File: src/rtl/mklv_pkg.sv
// shared types and constants of the ts metadata klv frame filter
// no dependencies; imported by every module of the block
package mklv_pkg;

   // frame layout: ethernet 14 + ip 20 + udp 8 bytes ahead of the ts packets
   localparam int unsigned DEF_MAX_FRAME_BYTES = 2048;
   localparam int unsigned TS_PACKET_BYTES     = 188;
   localparam int unsigned PROTO_POS           = 23;
   localparam int unsigned TS_START_POS        = 42;

   localparam logic [7:0] PROTO_UDP      = 8'h11;
   localparam logic [7:0] TS_SYNC        = 8'h47;
   localparam logic [7:0] KLV_INDEF_LEN  = 8'h80;
   localparam logic [7:0] KLV_MAX_PREFIX = 8'h83;
   localparam logic [1:0] AFC_PAYLOAD    = 2'b01;
   localparam logic [2:0] TS_PKT_IDX_MAX = 3'd7;

   // register reset values
   localparam logic [12:0] RST_KLV_PID           = 13'h101;
   localparam logic [7:0]  RST_KLV_PREFIX_OFFSET = 8'd34;
   localparam logic [2:0]  RST_MAX_TS_PACKETS    = 3'd7;

   // register indexes
   localparam logic [1:0] CSR_KLV_PID           = 2'd0;
   localparam logic [1:0] CSR_KLV_PREFIX_OFFSET = 2'd1;
   localparam logic [1:0] CSR_MAX_TS_PACKETS    = 2'd2;

   typedef struct packed {
      logic [12:0] klv_pid;
      logic [7:0]  klv_prefix_offset;
      logic [2:0]  max_ts_packets;
   } cfg_type;

   typedef struct packed {
      logic vld;
      logic verdict;
   } result_type;

endpackage

File: src/rtl/mklv_parse.sv
// per-byte frame parser: position counter, udp check, ts packet walk and verdict
// depends on mklv_pkg
module mklv_parse #(
   parameter int unsigned MAX_FRAME_BYTES = mklv_pkg::DEF_MAX_FRAME_BYTES
) (
   input  logic                 clock,
   input  logic                 reset,
   input  logic                 in_accept,
   input  logic [7:0]           data_byte,
   input  logic                 frame_end,
   input  mklv_pkg::cfg_type    cfg,
   output mklv_pkg::result_type result
);
   import mklv_pkg::*;

   localparam int unsigned POS_W = $clog2(MAX_FRAME_BYTES);
   localparam logic [POS_W-1:0] POS_LAST   = POS_W'(MAX_FRAME_BYTES - 1);
   localparam logic [POS_W-1:0] POS_PROTO  = POS_W'(PROTO_POS);
   localparam logic [POS_W-1:0] POS_TS     = POS_W'(TS_START_POS);
   localparam logic [7:0]       BYTE_LAST  = 8'(TS_PACKET_BYTES - 1);
   localparam logic [7:0]       PKT_BYTES  = 8'(TS_PACKET_BYTES);

   logic [POS_W-1:0] pos_ff, pos_in;
   logic             is_udp_ff, is_udp_in;
   logic [7:0]       byte_idx_ff, byte_idx_in;
   logic [2:0]       pkt_idx_ff, pkt_idx_in;
   logic [4:0]       pid_hi_ff, pid_hi_in;
   logic             hdr_ok_ff, hdr_ok_in;
   logic             tent_drop_ff, tent_drop_in;
   logic             decided_ff, decided_in;
   logic             drop_ff, drop_in;
   logic             active;
   logic             ts_go;

   assign active = (pos_ff != POS_LAST);
   assign ts_go  = active && (pos_ff >= POS_TS) && is_udp_ff;

   always_comb begin
      pos_in       = active ? pos_ff + 1'b1 : pos_ff;
      is_udp_in    = is_udp_ff;
      byte_idx_in  = byte_idx_ff;
      pkt_idx_in   = pkt_idx_ff;
      pid_hi_in    = pid_hi_ff;
      hdr_ok_in    = hdr_ok_ff;
      tent_drop_in = tent_drop_ff;
      decided_in   = decided_ff;
      drop_in      = drop_ff;

      if (active && pos_ff == POS_PROTO) begin
         is_udp_in = (data_byte == PROTO_UDP);
      end

      if (ts_go) begin
         case (byte_idx_ff)
            8'd0: begin
               hdr_ok_in    = (data_byte == TS_SYNC);
               tent_drop_in = (cfg.klv_prefix_offset >= PKT_BYTES);
            end
            8'd1: pid_hi_in = data_byte[4:0];
            8'd2: hdr_ok_in = hdr_ok_ff && ({pid_hi_ff, data_byte} == cfg.klv_pid);
            8'd3: hdr_ok_in = hdr_ok_ff && (data_byte[5:4] == AFC_PAYLOAD);
            default: ;
         endcase

         if (byte_idx_ff == cfg.klv_prefix_offset) begin
            tent_drop_in = (data_byte == KLV_INDEF_LEN) || (data_byte > KLV_MAX_PREFIX);
         end

         // last byte of a ts packet: the first qualifying packet decides
         if (byte_idx_ff == BYTE_LAST) begin
            if (!decided_ff && hdr_ok_in && pkt_idx_ff < cfg.max_ts_packets) begin
               decided_in = 1'b1;
               drop_in    = tent_drop_in;
            end
            byte_idx_in = '0;
            if (pkt_idx_ff != TS_PKT_IDX_MAX) begin
               pkt_idx_in = pkt_idx_ff + 1'b1;
            end
         end else begin
            byte_idx_in = byte_idx_ff + 1'b1;
         end
      end
   end

   assign result.vld     = in_accept && frame_end;
   assign result.verdict = decided_in && drop_in;

   always_ff @(posedge clock) begin
      if (reset || (in_accept && frame_end)) begin
         pos_ff       <= '0;
         is_udp_ff    <= 1'b0;
         byte_idx_ff  <= '0;
         pkt_idx_ff   <= '0;
         pid_hi_ff    <= '0;
         hdr_ok_ff    <= 1'b0;
         tent_drop_ff <= 1'b0;
         decided_ff   <= 1'b0;
         drop_ff      <= 1'b0;
      end else if (in_accept) begin
         pos_ff       <= pos_in;
         is_udp_ff    <= is_udp_in;
         byte_idx_ff  <= byte_idx_in;
         pkt_idx_ff   <= pkt_idx_in;
         pid_hi_ff    <= pid_hi_in;
         hdr_ok_ff    <= hdr_ok_in;
         tent_drop_ff <= tent_drop_in;
         decided_ff   <= decided_in;
         drop_ff      <= drop_in;
      end
   end

   // packet walk never runs past the packet length
   a_byte_idx_range: assert property (@(posedge clock) disable iff (reset)
      byte_idx_ff < PKT_BYTES)
      else $error("ts byte index out of range");

   // end beat clears the frame state
   a_end_clears: assert property (@(posedge clock) disable iff (reset)
      in_accept && frame_end |=> pos_ff == '0 && !decided_ff && !is_udp_ff)
      else $error("frame state not cleared after end beat");

   // a decision is only taken after at least one full packet past the udp header
   a_decided_late: assert property (@(posedge clock) disable iff (reset)
      decided_ff |-> is_udp_ff && pos_ff >= POS_W'(TS_START_POS + TS_PACKET_BYTES))
      else $error("verdict decided too early in the frame");

endmodule

File: src/rtl/mklv_skid.sv
// two-entry result buffer: output register plus skid stage for the verdict beats
// depends on mklv_pkg
module mklv_skid (
   input  logic                 clock,
   input  logic                 reset,
   input  mklv_pkg::result_type push,
   output logic                 push_ready,
   output logic                 out_valid,
   input  logic                 out_ready,
   output logic                 out_verdict
);
   import mklv_pkg::*;

   logic out_vld_ff, out_vld_in;
   logic out_dat_ff, out_dat_in;
   logic skid_vld_ff, skid_vld_in;
   logic skid_dat_ff, skid_dat_in;
   logic pop;

   assign pop        = out_vld_ff && out_ready;
   assign push_ready = !skid_vld_ff;

   always_comb begin
      out_vld_in  = out_vld_ff;
      out_dat_in  = out_dat_ff;
      skid_vld_in = skid_vld_ff;
      skid_dat_in = skid_dat_ff;
      if (!out_vld_ff || pop) begin
         if (skid_vld_ff) begin
            out_vld_in  = 1'b1;
            out_dat_in  = skid_dat_ff;
            skid_vld_in = 1'b0;
         end else begin
            out_vld_in = push.vld;
            out_dat_in = push.verdict;
         end
      end else if (push.vld) begin
         skid_vld_in = 1'b1;
         skid_dat_in = push.verdict;
      end
   end

   always_ff @(posedge clock) begin
      if (reset) begin
         out_vld_ff  <= 1'b0;
         skid_vld_ff <= 1'b0;
      end else begin
         out_vld_ff  <= out_vld_in;
         skid_vld_ff <= skid_vld_in;
      end
      out_dat_ff  <= out_dat_in;
      skid_dat_ff <= skid_dat_in;
   end

   assign out_valid   = out_vld_ff;
   assign out_verdict = out_dat_ff;

   // skid only fills behind a full output register
   a_skid_behind_out: assert property (@(posedge clock) disable iff (reset)
      skid_vld_ff |-> out_vld_ff)
      else $error("skid holds a beat while output register is empty");

   // no push is offered while the skid is occupied
   a_no_overrun: assert property (@(posedge clock) disable iff (reset)
      skid_vld_ff |-> !push.vld)
      else $error("result pushed into a full buffer");

   // a skid beat moves forward as soon as the output register drains
   a_skid_forward: assert property (@(posedge clock) disable iff (reset)
      skid_vld_ff && pop |=> out_vld_ff && !skid_vld_ff && out_dat_ff == $past(skid_dat_ff))
      else $error("skid beat lost on drain");

endmodule

File: src/rtl/mpeg_ts_metadata_klv_filter.sv
// top level of the ts metadata klv frame filter: csr bank, parser and result buffer
// depends on mklv_pkg, mklv_parse, mklv_skid
//
//   channel   dir   beat                          fields
//   req_*     in    one frame byte                tdata: data_byte[7:0]; tlast: frame_end
//   rsp_*     out   one verdict per frame         tdata: verdict[0], zeros above
//   csr_*     in    one register write            addr: index; wdata: value, low bits used
//
// one frame byte is taken every cycle; the parser updates its counters in the
// accepting cycle and the verdict of a frame is registered into the result
// buffer with its last byte. a two-entry result buffer keeps the byte side
// running while a verdict waits; req_tready drops only when both entries are
// full. reset is synchronous and restores the register defaults.
module mpeg_ts_metadata_klv_filter #(
   parameter int unsigned MAX_FRAME_BYTES = mklv_pkg::DEF_MAX_FRAME_BYTES
) (
   input  logic        clock,
   input  logic        reset,
   input  logic        req_tvalid,
   output logic        req_tready,
   input  logic [7:0]  req_tdata,   // [7:0] data_byte
   input  logic        req_tlast,
   output logic        rsp_tvalid,
   input  logic        rsp_tready,
   output logic [7:0]  rsp_tdata,   // [0] verdict, [7:1] zero
   input  logic        csr_valid,
   output logic        csr_ready,
   input  logic [1:0]  csr_addr,
   input  logic [12:0] csr_wdata
);
   import mklv_pkg::*;

   cfg_type    cfg_ff, cfg_in;
   result_type result;
   logic       in_accept;
   logic       verdict;

   assign csr_ready = 1'b1;

   always_comb begin
      cfg_in = cfg_ff;
      if (csr_valid) begin
         case (csr_addr)
            CSR_KLV_PID:           cfg_in.klv_pid           = csr_wdata;
            CSR_KLV_PREFIX_OFFSET: cfg_in.klv_prefix_offset = csr_wdata[7:0];
            CSR_MAX_TS_PACKETS:    cfg_in.max_ts_packets    = csr_wdata[2:0];
            default: ;
         endcase
      end
   end

   always_ff @(posedge clock) begin
      if (reset) begin
         cfg_ff.klv_pid           <= RST_KLV_PID;
         cfg_ff.klv_prefix_offset <= RST_KLV_PREFIX_OFFSET;
         cfg_ff.max_ts_packets    <= RST_MAX_TS_PACKETS;
      end else begin
         cfg_ff <= cfg_in;
      end
   end

   assign in_accept = req_tvalid && req_tready;

   mklv_parse #(
      .MAX_FRAME_BYTES(MAX_FRAME_BYTES)
   ) u_parse (
      .clock     (clock),
      .reset     (reset),
      .in_accept (in_accept),
      .data_byte (req_tdata),
      .frame_end (req_tlast),
      .cfg       (cfg_ff),
      .result    (result)
   );

   mklv_skid u_skid (
      .clock       (clock),
      .reset       (reset),
      .push        (result),
      .push_ready  (req_tready),
      .out_valid   (rsp_tvalid),
      .out_ready   (rsp_tready),
      .out_verdict (verdict)
   );

   assign rsp_tdata = {7'b0, verdict};

endmodule
File: config.mk
export PLATFORM = sky130hd
export DESIGN_NAME = mpeg_ts_metadata_klv_filter
export DESIGN_NICKNAME = d
export VERILOG_FILES = /design/src/rtl/mklv_pkg.sv /design/src/rtl/mklv_parse.sv /design/src/rtl/mklv_skid.sv /design/src/rtl/mpeg_ts_metadata_klv_filter.sv
export SDC_FILE = /design/constraint.sdc
export NUM_CORES = 1
export LEC_CHECK = 0
export ABC_CLOCK_PERIOD_IN_PS = 1900
export BUFFER_PORTS_ARGS = -buffer_cell sky130_fd_sc_hd__buf_2
export CORE_MARGIN = 1
export CORE_UTILIZATION = 54
export CTS_BUF_LIST = sky130_fd_sc_hd__clkbuf_4 sky130_fd_sc_hd__clkbuf_8
export DETAILED_ROUTE_END_ITERATION = 6
export GPL_TIMING_DRIVEN = 0
export HOLD_SLACK_MARGIN = 0.05
export PLACE_DENSITY = 0.78
export SKIP_LAST_GASP = 1
export SYNTH_ARGS = -nofsm -noshare
export SYNTH_HDL_FRONTEND = slang
export SYNTH_SLANG_ARGS = --single-unit
export TNS_END_PERCENT = 10
File: constraint.sdc
create_clock -name clock -period 1.9 [get_ports clock]
set_clock_uncertainty 0.1 [all_clocks]
set_input_delay 0.285 -clock clock [delete_from_list [all_inputs] [get_ports clock]]
set_output_delay 0.285 -clock clock [all_outputs]
set_load 0.01 [all_outputs]
### After elaboration in Yosys (flattened, before gate mapping)

Cells that the tools add are included.

* word-level logic and storage cells: 81
* input port bits: 29
* flip-flop bits (word level): 60

* bitwise logic cells: 1
* reductions and logical operators: 29
* add/sub/neg operators: 3
* mux-type cells: 13
* equality and inequality tests: 15
* $lt $le $gt $ge: 4

Operators by type and width (count)
* equality test 8 x 2 -> 1 bit, second input constant: 2
* equality test 8 bit, second input constant: 2
* AND reduction 2 bit: 7
* equality test 13 bit: 1
* adder 11 x 1 -> 11 bit, second input constant: 1
* equality test 11 x 5 -> 1 bit, second input constant: 1
* >= comparator 11 x 6 -> 1 bit, second input constant: 1
* logical AND 1 bit: 11
* 2-to-1 mux 1 bit: 11
* inequality test 11 bit, second input constant: 1
* adder 8 x 1 -> 8 bit, second input constant: 1
* equality test 8 x 1 -> 1 bit, second input constant: 1
* equality test 8 x 5 -> 1 bit, second input constant: 1
* equality test 8 x 7 -> 1 bit, second input constant: 1
* equality test 8 bit: 1
* >= comparator 8 bit, second input constant: 1
* > comparator 8 bit, second input constant: 1
* logical NOT 8 bit: 1
* 2-to-1 mux 8 bit: 1
* equality test 2 x 1 -> 1 bit, second input constant: 2
* AND reduction 4 bit: 1
* adder 3 x 1 -> 3 bit, second input constant: 1
* logical NOT 1 bit: 3
* logical OR 1 bit: 3
* 8 further kinds: 8

### Depth between registers and ports, before layout

Gate-level depths: netlist (run 1).

* word-level depth: 11
* mapped depth: 9
* depth with buffers taken out: 8

### Modules after synthesis

A second synthesis (run 1) with hierarchy kept.

* cells, all modules: 344
* area total of the unflattened synthesis: 3195.6 um2

By module, submodules not included
* mklv_parse: area each 1929.4 um2, instances 1, cells an instance 220
* mpeg_ts_metadata_klv_filter: area each 1107.3 um2, instances 1, cells an instance 112
* mklv_skid: area each 158.9 um2, instances 1, cells an instance 12

### Least setup slack after synthesis (run 1)

Ideal clock, no wire load.

* path type: flip-flop to flip-flop
* start: register u_parse.pos_ff[0]
* end: register u_parse.byte_idx_ff[7]
* required time: 1729 ps
* library setup time: 71 ps
* period minus slack after synthesis: 2077 ps
* setup slack: -177 ps
* path buffers: 0
* data arrival time: 1906 ps
* cell stages (with the launch flop): 8
* cells stage by stage: dfxtp_1 > ha_1 > and2_1 > a41oi_4 > o211a_4 > nand4_1 > or3_1 > a21oi_1

* word-level cells in the longest chain between the ends: 4

RTL lines
* start, declared: line mklv_parse.sv:23 `logic [POS_W-1:0] pos_ff, pos_in;`
* start signal, assigned: line mklv_parse.sv:100 `pos_ff <= pos_in;`
* >= comparator 11 x 6 -> 1 bit / inequality test 11 bit (equally long branches): line mklv_parse.sv:36, mklv_parse.sv:35
* logical AND 1 bit (*) (2 in series): line mklv_parse.sv:36 `assign ts_go = active && (pos_ff >= POS_TS) && is_udp_ff;`
* AND reduction 2 bit (no source line) (*)
* end signal, assigned: line mklv_parse.sv:102 `byte_idx_ff <= byte_idx_in;`
* end, declared: line mklv_parse.sv:25 `logic [7:0] byte_idx_ff, byte_idx_in;`

Every way passes the cells marked *; elsewhere a longest branch is shown, timed or not.
A chain may end at the register's enable or synchronous reset.

### Worst setup path in the final report (run 1)

* start: register u_parse.pos_ff[1]
* end: register u_parse.byte_idx_ff[7]

Same word-level chain as after synthesis.

==> metrics, run 1 <==
outcome finished, violations left; violated checks setup timing; Cell variety after synth 53; worst-path fanout max 5; area fraction of the dominant cell type after synthesis 0.381; Final Cycle Share 1.02; max-cap violation count 0; CTS Root Cell clkbuf_8; FFs w/ async S/R, synth 0; Least-Margin Pin Slew 0.556 ns; drt total wl 6500 um; CTS tree built; First DRT Iteration DRCs 112; Total Nets Final about 440; CTS sink count 60; DR pass1 iterations 4; antenna cells 0; CP arrival 2.10 ns; Max Fclk 517 MHz; worst-skew pair later-pin latency 0.34 ns; Rows 26; Synth Instances between 300 and 400; layout cell share with drive strength beyond 1 0.244; Final ANT Viol Nets 0; max-slew violations 0; commonest non-fill, non-tap cells in the layout dfxtp_1, nor2_1, nand2_1, buf_2, buf_4; ys flop type dfxtp_1; vias per cell 5.28; total of fill cells in the finished design 424; Starting Density 0.578; largest net degree at the start of global routing 11; Worst Setup Slack, final -0.0343 ns; Die Span X 77.1 um; Critical Path Sink Type register; placed cell area approximately 3300 sq um; num ports 40; Final Cell Area 3710 sq um; Seq/Total Area, Yosys 0.401; Worst path slowest cell dfxtp_4; global-route wire length before repair 11200 um; peak supply drop between 0.5 and 0.6 mV; Tmin final 1.93 ns; Mapped Avg Cell Area 8.78 sq um; synthesis-to-finish area growth 21.8%; DR DRC count 0; vias in the first global route 2553; Mapped Area between 3000 and 4000 sq um; Placed Cells 453; initial antenna violation count 0; Non-Filler Instances 480; routed via count 2535; core area around 5300 sq um; CTS H-tree depth 3; RSZ-0062 raised after global routing true; Worst EP required 2.07 ns; utilization after layout 0.705; GRT Util Overall 0.242; Clock transition at path regs approximately 0.07 ns; WL/cell 13.5 um; GPL Wtd Cong 0.875; Slew HR 0.630; GR Overflow Total 0; cts bufs inserted 9; post-synthesis register bit count 60; Worst Hold Class in2reg; Final Power 2.71 mW; CTS max path bufs 2; startpoint types register; HPWL after DPL approximately 4700 um; dpl ws -0.348 ns; Final Hold Fails 0; Yosys top cell by area dfxtp_1; IO Port Bufs 30; top post-synthesis cells by area dfxtp_1, nor2_1, xor2_1; final setup fails 8; crit-path cells ha_4 > and2_4 > a41oi_4 > o211a_4 > nand4_1 > or3_1 > a21oi_2; Post-synth EDFFs 2; critical path class reg2reg; yosys warns 0; total die area 5950 sq um; Leak 1.53 nW; most common cell after layout, fill and taps aside dfxtp_1; pwr dens 729 nW/um^2; die height 77.1 um; max incr delay on CP 0.37 ns
power breakdown:
group          leakage (nW)  switching (mW)  internal [mW]
logic                 0.929           0.115         0.0983
clock network         0.106           0.503          0.687
registers             0.498          0.0215           1.28
Yosys cell counts, types with 4 or more instances:
master and n:
or3_1 4, xnor2_1 17, a21oi_1 21, ha_1 10, dfxtp_1 58, nand4_1 11
nand3_1 4, nand2b_1 8, nor3_1 4, mux2i_1 14, inv_1 12, o21ai_0 7
nor2_1 45, xor2_1 19, clkbuf_1 9, nor4_1 4, nand3b_1 4, nand2_1 39
buf_4 9
final timing paths:
path,to,slack (ns),cells after the start,start
worst min-delay path,cfg_ff[11],0.07,3,csr_wdata[0]
worst min register to register,cfg_ff[13],0.37,2,cfg_ff[13]
worst max register to register,u_parse.byte_idx_ff[7],-0.03,7,u_parse.pos_ff[1]
worst max-delay path,u_parse.byte_idx_ff[7],-0.03,7,u_parse.pos_ff[1]
state kept, by name, indices dropped and copies added (netlist names):
register / cells
u_parse.byte_idx_ff: 8
u_parse.pos_ff: 11
u_parse.drop_ff: 1
u_skid.skid_vld_ff: 1
u_parse.is_udp_ff: 1
u_parse.pkt_idx_ff: 3
u_parse.hdr_ok_ff: 1
cfg_ff: 24
u_parse.decided_ff: 1
u_skid.out_verdict: 1
u_parse.tent_drop_ff: 1
u_parse.pid_hi_ff: 5
u_skid.skid_dat_ff: 1
u_skid.out_valid: 1
worst max-delay path: cells and delay by family, from the launching register on:
family,cells,cell delay [ns]
fa+ha+maj,1,0.16
simple gates,3,0.63
compound gates,3,0.59
flops,1,0.37
metrics by stage:
stage / hold WS [ns] / TNS, ns
after global placement: 0.360 / -3.38
after detailed placement: 0.361 / -4.35
after CTS: 0.0584 / -0.278
after global routing: 0.0784 / -1.70
final: 0.0677 / -0.145
after floorplan: 0.306 / -0.120
logic make-up after synthesis:
group                      count (synthesis)  share of synthesized area
xor gates and xnor gates                  36                      0.103
DFF                                       60                      0.401
and+or+nand+nor                          143                      0.239
other                                      2                    0.00246
AOI/OAI and AO/OA                         47                      0.104
muxes                                     16                     0.0546
buffers and inverters                     33                     0.0550
adders and majority gates                 10                     0.0411
area by class of cell:
| type | count | area, sq um | area share |
|---|---|---|---|
| clock inverter | 4 | 47.5 | 0.0128 |
| buffer | 20 | 121 | 0.0327 |
| tap | 70 | 87.6 | 0.0236 |
| multi-input combinational | 260 | 1770 | 0.476 |
| sequential | 60 | 1240 | 0.335 |
| timing repair buffer | 42 | 243 | 0.0654 |
| clock buffer | 12 | 159 | 0.0428 |
| inverter | 12 | 45.0 | 0.0121 |
layer usage:
metal,up-vias,wire (um),track usage
li1,1292,-,-
met4,0,187,0.158
met2,50,3080,0.393
met5,-,0,0
met3,18,182,0.0417
met1,1175,3050,0.293
repair_timing:
item                                   4_1_cts  5_1_grt
setup endpoints to repair                   25       26
resized for setup                           17        4
buffers inserted                            11        0
endpoints found under the hold margin        1        0
pin swaps                                   10        2
hold buffers                                 1        0
No activity file was read; power rests on OpenSTA's default activity.
==> run 2, diff against run 1 <==
--- a/config.mk
+++ b/config.mk
@@ -5,7 +5,7 @@
 export SDC_FILE = /design/constraint.sdc
 export NUM_CORES = 1
 export LEC_CHECK = 0
-export ABC_CLOCK_PERIOD_IN_PS = 1900
+export ABC_CLOCK_PERIOD_IN_PS = 1600
 export BUFFER_PORTS_ARGS = -buffer_cell sky130_fd_sc_hd__buf_2
 export CORE_MARGIN = 1
 export CORE_UTILIZATION = 54
==> constraint.sdc (replaced) <==
create_clock -name clock -period 1.6 [get_ports clock]
set_clock_uncertainty 0.1 [all_clocks]
set_input_delay 0.24 -clock clock [delete_from_list [all_inputs] [get_ports clock]]
set_output_delay 0.24 -clock clock [all_outputs]
set_load 0.01 [all_outputs]
==> run 2 against run 1 <==
The flow still finishes with violations (setup timing); routed wire length is 2.0% higher; register-to-register slack lost 0.31 ns; highest routed layer unchanged; total power is 9.0% higher; maximum frequency down 0.47%; clock power is 5% lower; first-iteration DRC count is 39% lower; design area is 0.30% higher.
==> metrics, run 2 (synthesis gave the netlist of run 1 again) <==
outcome finished, violations left; violated checks setup timing; vias per cell 5.22 (-1.1%); Slew HR 0.647 (+0.0173); core area 5270 sq um (unchanged); GR Overflow Total 0 (unchanged); CTS H-tree depth 3 (unchanged); First DRT Iteration DRCs 68 (-39%); IO Port Bufs 30 (unchanged); drt total wl 6630 um (+2.0%); RSZ-0062 raised after global routing true; Final Hold Fails 0 (unchanged); Final Cycle Share 1.21 (+0.197); Leak 1.54 nW (+0.63%); largest net degree at the start of global routing 11 (unchanged); vias in the first global route 2560 (+0.27%); WL/cell 13.7 um (+1.4%); Worst Setup Slack, final -0.343 ns (-0.309 ns); HPWL after DPL 4640 um (-0.99%); Final Cell Area 3720 sq um (+0.30%); placed cell area 3370 sq um (+0.56%); peak supply drop 0.614 mV (+3.4%); Total Nets Final 450 (+1.4%); die height 77.1 um (unchanged); CTS max path bufs 2 (unchanged); critical path class reg2reg; antenna cells 0 (unchanged); GPL Wtd Cong 0.886 (+1.2%); Least-Margin Pin Slew 0.530 ns (-0.0260 ns); max-cap violation count 0 (unchanged); Reg area 1240 sq um (+0.10%); DR DRC count 0 (unchanged); routed via count 2523 (-0.47%); max reg flops 24 (unchanged); most common cell after layout, fill and taps aside dfxtp_1; Worst EP required 1.59 ns (-0.48 ns); Starting Density 0.578 (unchanged); startpoint types register; WHS 0.0590 ns (-0.00874 ns); largest registers cfg_ff: 24 flops, u_parse.pos_ff: 11 flops, u_parse.byte_idx_ff: 8 flops; synthesis-to-finish area growth 22.2%; num ports 40 (unchanged); Top reg by flops cfg_ff; Max Fclk 515 MHz (-0.47%); Worst Hold Class in2reg; pwr dens 793 nW/um^2 (+8.6%); Rows 26 (unchanged); Clock transition at path regs 0.06 ns (about the same); total of fill cells in the finished design 416 (-1.9%); Tmin final 1.94 ns (+0.00914 ns); final setup fails 32 (+24); Final ANT Viol Nets 0 (unchanged); GRT Util Overall 0.247 (+0.00441); layout cell share with drive strength beyond 1 0.235 (-0.00904); CTS Root Cell clkbuf_8; worst-path fanout max 5 (unchanged); Die Span X 77.1 um (unchanged); CP arrival 1.94 ns (-0.16 ns); CTS sink count 60 (unchanged); max-slew violations 0 (unchanged); commonest non-fill, non-tap cells in the layout dfxtp_1, nor2_1, nand2_1, buf_2, buf_4; DR pass1 iterations 4 (unchanged); Final Power 2.95 mW (+9.0%); total die area 5950 sq um (unchanged); CTS tree built; global-route wire length before repair 11500 um (+2.3%); initial antenna violation count 0 (unchanged); cts bufs inserted 9 (unchanged); worst-skew pair later-pin latency 0.34 ns (about the same); Critical Path Sink Type register; area of the multi-input gates 1770 sq um (about the same)
## run 2: layout make-up
type | count | share of cell area
Buffer | 19 | 0.0312
Clock buffer | 12 | 0.0393
Clock inverter | 1 | 0.00134
Inverter | 12 | 0.0121
Multi-Input combinational cell | 260 | 0.474
Sequential cell | 60 | 0.334
Tap cell | 70 | 0.0235
Timing Repair Buffer | 49 | 0.0843
## run 2: final timing paths
kind | startpoint | to | slack [ns] | cells after the start
setup / recovery | u_parse.byte_idx_ff[7] | u_skid.out_verdict | -0.34 | 6
hold / removal | csr_wdata[3] | cfg_ff[6] | 0.06 | 3
setup reg to reg | u_parse.byte_idx_ff[7] | u_skid.out_verdict | -0.34 | 6
hold reg to reg | cfg_ff[12] | cfg_ff[12] | 0.38 | 2
## run 2: metrics by stage
stage	instances	util	TNS, ns	setup slack [ns]
after floorplan	353	-	-5.57	-0.279
after global placement	453	0.639	-10.14	-0.594
after detailed placement	453	0.639	-10.77	-0.613
after CTS	481	0.702	-7.39	-0.327
after global routing	483	0.707	-11.28	-0.469
final	483	0.707	-7.62	-0.343
## run 2: timing repair
item                                    in CTS  in global routing
gates resized for setup                     17                  2
cloned                                       0                  0
hold buffers                                 7                  0
endpoints found under the setup margin      31                 34
pin swaps                                    6                  6
buffers inserted                            10                  2
endpoints found under the hold margin        8                  0
## run 2: worst max-delay path: stages (launching register included)
cell and delay [ns]:
dfxtp_2 0.35, nor4_4 0.29, and2_4 0.21, a31oi_1 0.12, o21ai_2 0.27, o31ai_4 0.10, mux2_4 0.26
## run 2: power by group
part	internal, mW	total [mW]	switching [mW]
Combinational	0.131	0.270	0.139
Sequential	1.53	1.55	0.0247
Clock	0.585	1.13	0.547
Total	2.24	2.95	0.711
## run 2: metal layers
| layer | global-route usage | up-vias | share of wire |
|---|---|---|---|
| li1 | - | 1292 | - |
| met1 | 0.274 | 1166 | 0.46 |
| met2 | 0.439 | 56 | 0.49 |
| met3 | 0.0655 | 9 | 0.042 |
| met4 | 0.104 | 0 | 0.014 |
| met5 | 0 | - | 0 |
==> run 3, diff against run 2 <==
--- a/config.mk
+++ b/config.mk
@@ -5,15 +5,15 @@
 export SDC_FILE = /design/constraint.sdc
 export NUM_CORES = 1
 export LEC_CHECK = 0
-export ABC_CLOCK_PERIOD_IN_PS = 1600
+export ABC_CLOCK_PERIOD_IN_PS = 1800
 export BUFFER_PORTS_ARGS = -buffer_cell sky130_fd_sc_hd__buf_2
 export CORE_MARGIN = 1
-export CORE_UTILIZATION = 54
+export CORE_UTILIZATION = 55
 export CTS_BUF_LIST = sky130_fd_sc_hd__clkbuf_4 sky130_fd_sc_hd__clkbuf_8
 export DETAILED_ROUTE_END_ITERATION = 6
 export GPL_TIMING_DRIVEN = 0
 export HOLD_SLACK_MARGIN = 0.05
-export PLACE_DENSITY = 0.78
+export PLACE_DENSITY = 0.77
 export SKIP_LAST_GASP = 1
 export SYNTH_ARGS = -nofsm -noshare
 export SYNTH_HDL_FRONTEND = slang
==> constraint.sdc (replaced) <==
create_clock -name clock -period 1.8 [get_ports clock]
set_clock_uncertainty 0.1 [all_clocks]
set_input_delay 0.27 -clock clock [delete_from_list [all_inputs] [get_ports clock]]
set_output_delay 0.27 -clock clock [all_outputs]
set_load 0.01 [all_outputs]
==> run 3 against run 2 <==
The flow still finishes with violations (setup timing); via count increased by 3.4%; core utilization increased by 2.1 points; sequential power decreased by 12%; combinational power decreased by 10%; global-route usage increased by 1.4 points; clock power increased by 9.7%; sequential share of layout area decreased by 0.57 points; final cell count increased by 0.62%; routed wire length increased by 6.0%; worst setup slack improved by 0.20 ns; register-to-register slack improved by 0.20 ns; maximum frequency decreased by 0.17%; critical path type unchanged.
==> metrics, run 3 (synthesis gave the netlist of run 1 again) <==
outcome finished, violations left; violated checks setup timing; GPL Wtd Cong 0.858 (-3.1%); WHS 0.0615 ns (+0.00256 ns); First DRT Iteration DRCs 121 (+78%); Clock transition at path regs 0.06 ns (about the same); layout cell share with drive strength beyond 1 0.272 (+0.0368); commonest non-fill, non-tap cells in the layout dfxtp_1, nor2_1, nand2_1, buf_2, buf_4; worst-path fanout max 5 (unchanged); largest net degree at the start of global routing 11 (unchanged); RSZ-0062 raised after global routing true; CTS Root Cell clkbuf_8; CTS max path bufs 2 (unchanged); utilization after layout 0.728 (+0.0211); CTS tree built; CP arrival 2.13 ns (+0.19 ns); vias in the first global route 2577 (+0.66%); Die Span X 76.4 um (-0.89%); Top reg by flops cfg_ff; total die area 5840 sq um (-1.8%); die height 76.4 um (-0.89%); peak supply drop 0.599 mV (-2.4%); Non-Filler Instances 486 (+0.62%); setup TNS -1.75 ns (+5.86 ns); Max Fclk 514 MHz (-0.17%); CTS H-tree depth 3 (unchanged); largest registers cfg_ff: 24 flops, u_parse.pos_ff: 11 flops, u_parse.byte_idx_ff: 8 flops; Worst Setup Slack, final -0.147 ns (+0.197 ns); Final Cycle Share 1.08 (-0.133); final setup fails 23 (-28%); num ports 40 (unchanged); DR DRC count 0 (unchanged); Worst Hold Class in2reg; max-slew violations 0 (unchanged); Critical Path Sink Type register; critical path class reg2reg; Final Hold Fails 0 (unchanged); Placed Cells 453 (unchanged); vias per cell 5.37 (+2.8%); drt total wl 7030 um (+6.0%); Rows 26 (unchanged); Least-Margin Pin Slew 0.546 ns (+0.0159 ns); IO Port Bufs 30 (unchanged); GR Overflow Total 0 (unchanged); most common cell after layout, fill and taps aside dfxtp_1; Total Nets Final 450 (unchanged); global-route wire length before repair 11900 um (+3.9%); core area 5240 sq um (-0.62%); Slew HR 0.636 (-0.0106); pwr dens 750 nW/um^2 (-5.4%); cts bufs inserted 9 (unchanged); max-cap violation count 0 (unchanged); HPWL after DPL 4710 um (+1.5%); dpl ws -0.426 ns (+0.187 ns); DR pass1 iterations 4 (unchanged); Starting Density 0.582 (+0.00359); synthesis-to-finish area growth 25.1%; max reg flops 24 (unchanged); routed via count 2610 (+3.4%); startpoint types register; Worst EP required 1.98 ns (+0.39 ns); WL/cell 14.5 um (+5.3%); Final Cell Area 3810 sq um (+2.4%); placed cell area 3380 sq um (+0.22%); GRT Util Overall 0.260 (+0.0139); Final Power 2.86 mW (-3.1%); initial antenna violation count 0 (unchanged); CTS sink count 60 (unchanged); Leak 1.58 nW (+2.2%); Final ANT Viol Nets 0 (unchanged); antenna cells 0 (unchanged); Tmin final 1.95 ns (+0.00339 ns); worst-skew pair later-pin latency 0.35 ns (about the same)
## run 3: changes by cell type in the layout (fill, tap and decap cells not counted), sizes merged
cell | before | now
clkbuf | 20 | 19
buf | 53 | 57
clkinv | 1 | 4
dlygate4sd3 | 7 | 3
bufinv | 0 | 1
## run 3: where the power goes
group | total [mW] | internal [mW] | switching [mW]
clock | 1.24 | 0.704 | 0.538
sequential | 1.37 | 1.35 | 0.0213
combinational | 0.242 | 0.114 | 0.128
total | 2.86 | 2.17 | 0.687
## run 3: metal layers
metal / vias to the layer above / GRT usage / routed length, um
met3: 15 / 0.0790 / 279
li1: 1302 / - / -
met5: - / 0 / 0
met2: 59 / 0.454 / 3510
met4: 0 / 0.0904 / 136
met1: 1234 / 0.300 / 3110
## run 3: timing repair
action                                 CTS  global route
gates resized for setup                 20            11
pin swaps                               11             5
hold buffers                             3             0
setup buffers                           10             6
setup endpoints to repair               25            31
endpoints found under the hold margin    3             0
## run 3: layout make-up
class	count	area [sq um]
fillers	390	1430
plain buffers	19	116
well taps	70	87.6
repair buffers	49	308
flip-flops and latches	60	1250
clock buffers	11	151
clock inverters	5	50.0
multi-input cells	260	1800
inverters	12	45.0
## run 3: final timing paths
| kind | from | to | slack (ns) | cells past startpoint |
|---|---|---|---|---|
| max reg2reg | u_parse.byte_idx_ff[4] | u_parse.drop_ff | -0.15 | 6 |
| min | csr_wdata[0] | cfg_ff[11] | 0.06 | 3 |
| min reg2reg | cfg_ff[23] | cfg_ff[23] | 0.38 | 2 |
| max | u_parse.byte_idx_ff[4] | u_parse.drop_ff | -0.15 | 6 |
## run 3: critical path, cell delays in order, from the launching register on
cell and delay [ns]:
dfxtp_4 0.37, xor2_1 0.16, nor4_1 0.32, nand2_1 0.13
mux2_4 0.34, or3_1 0.34, a21oi_1 0.11
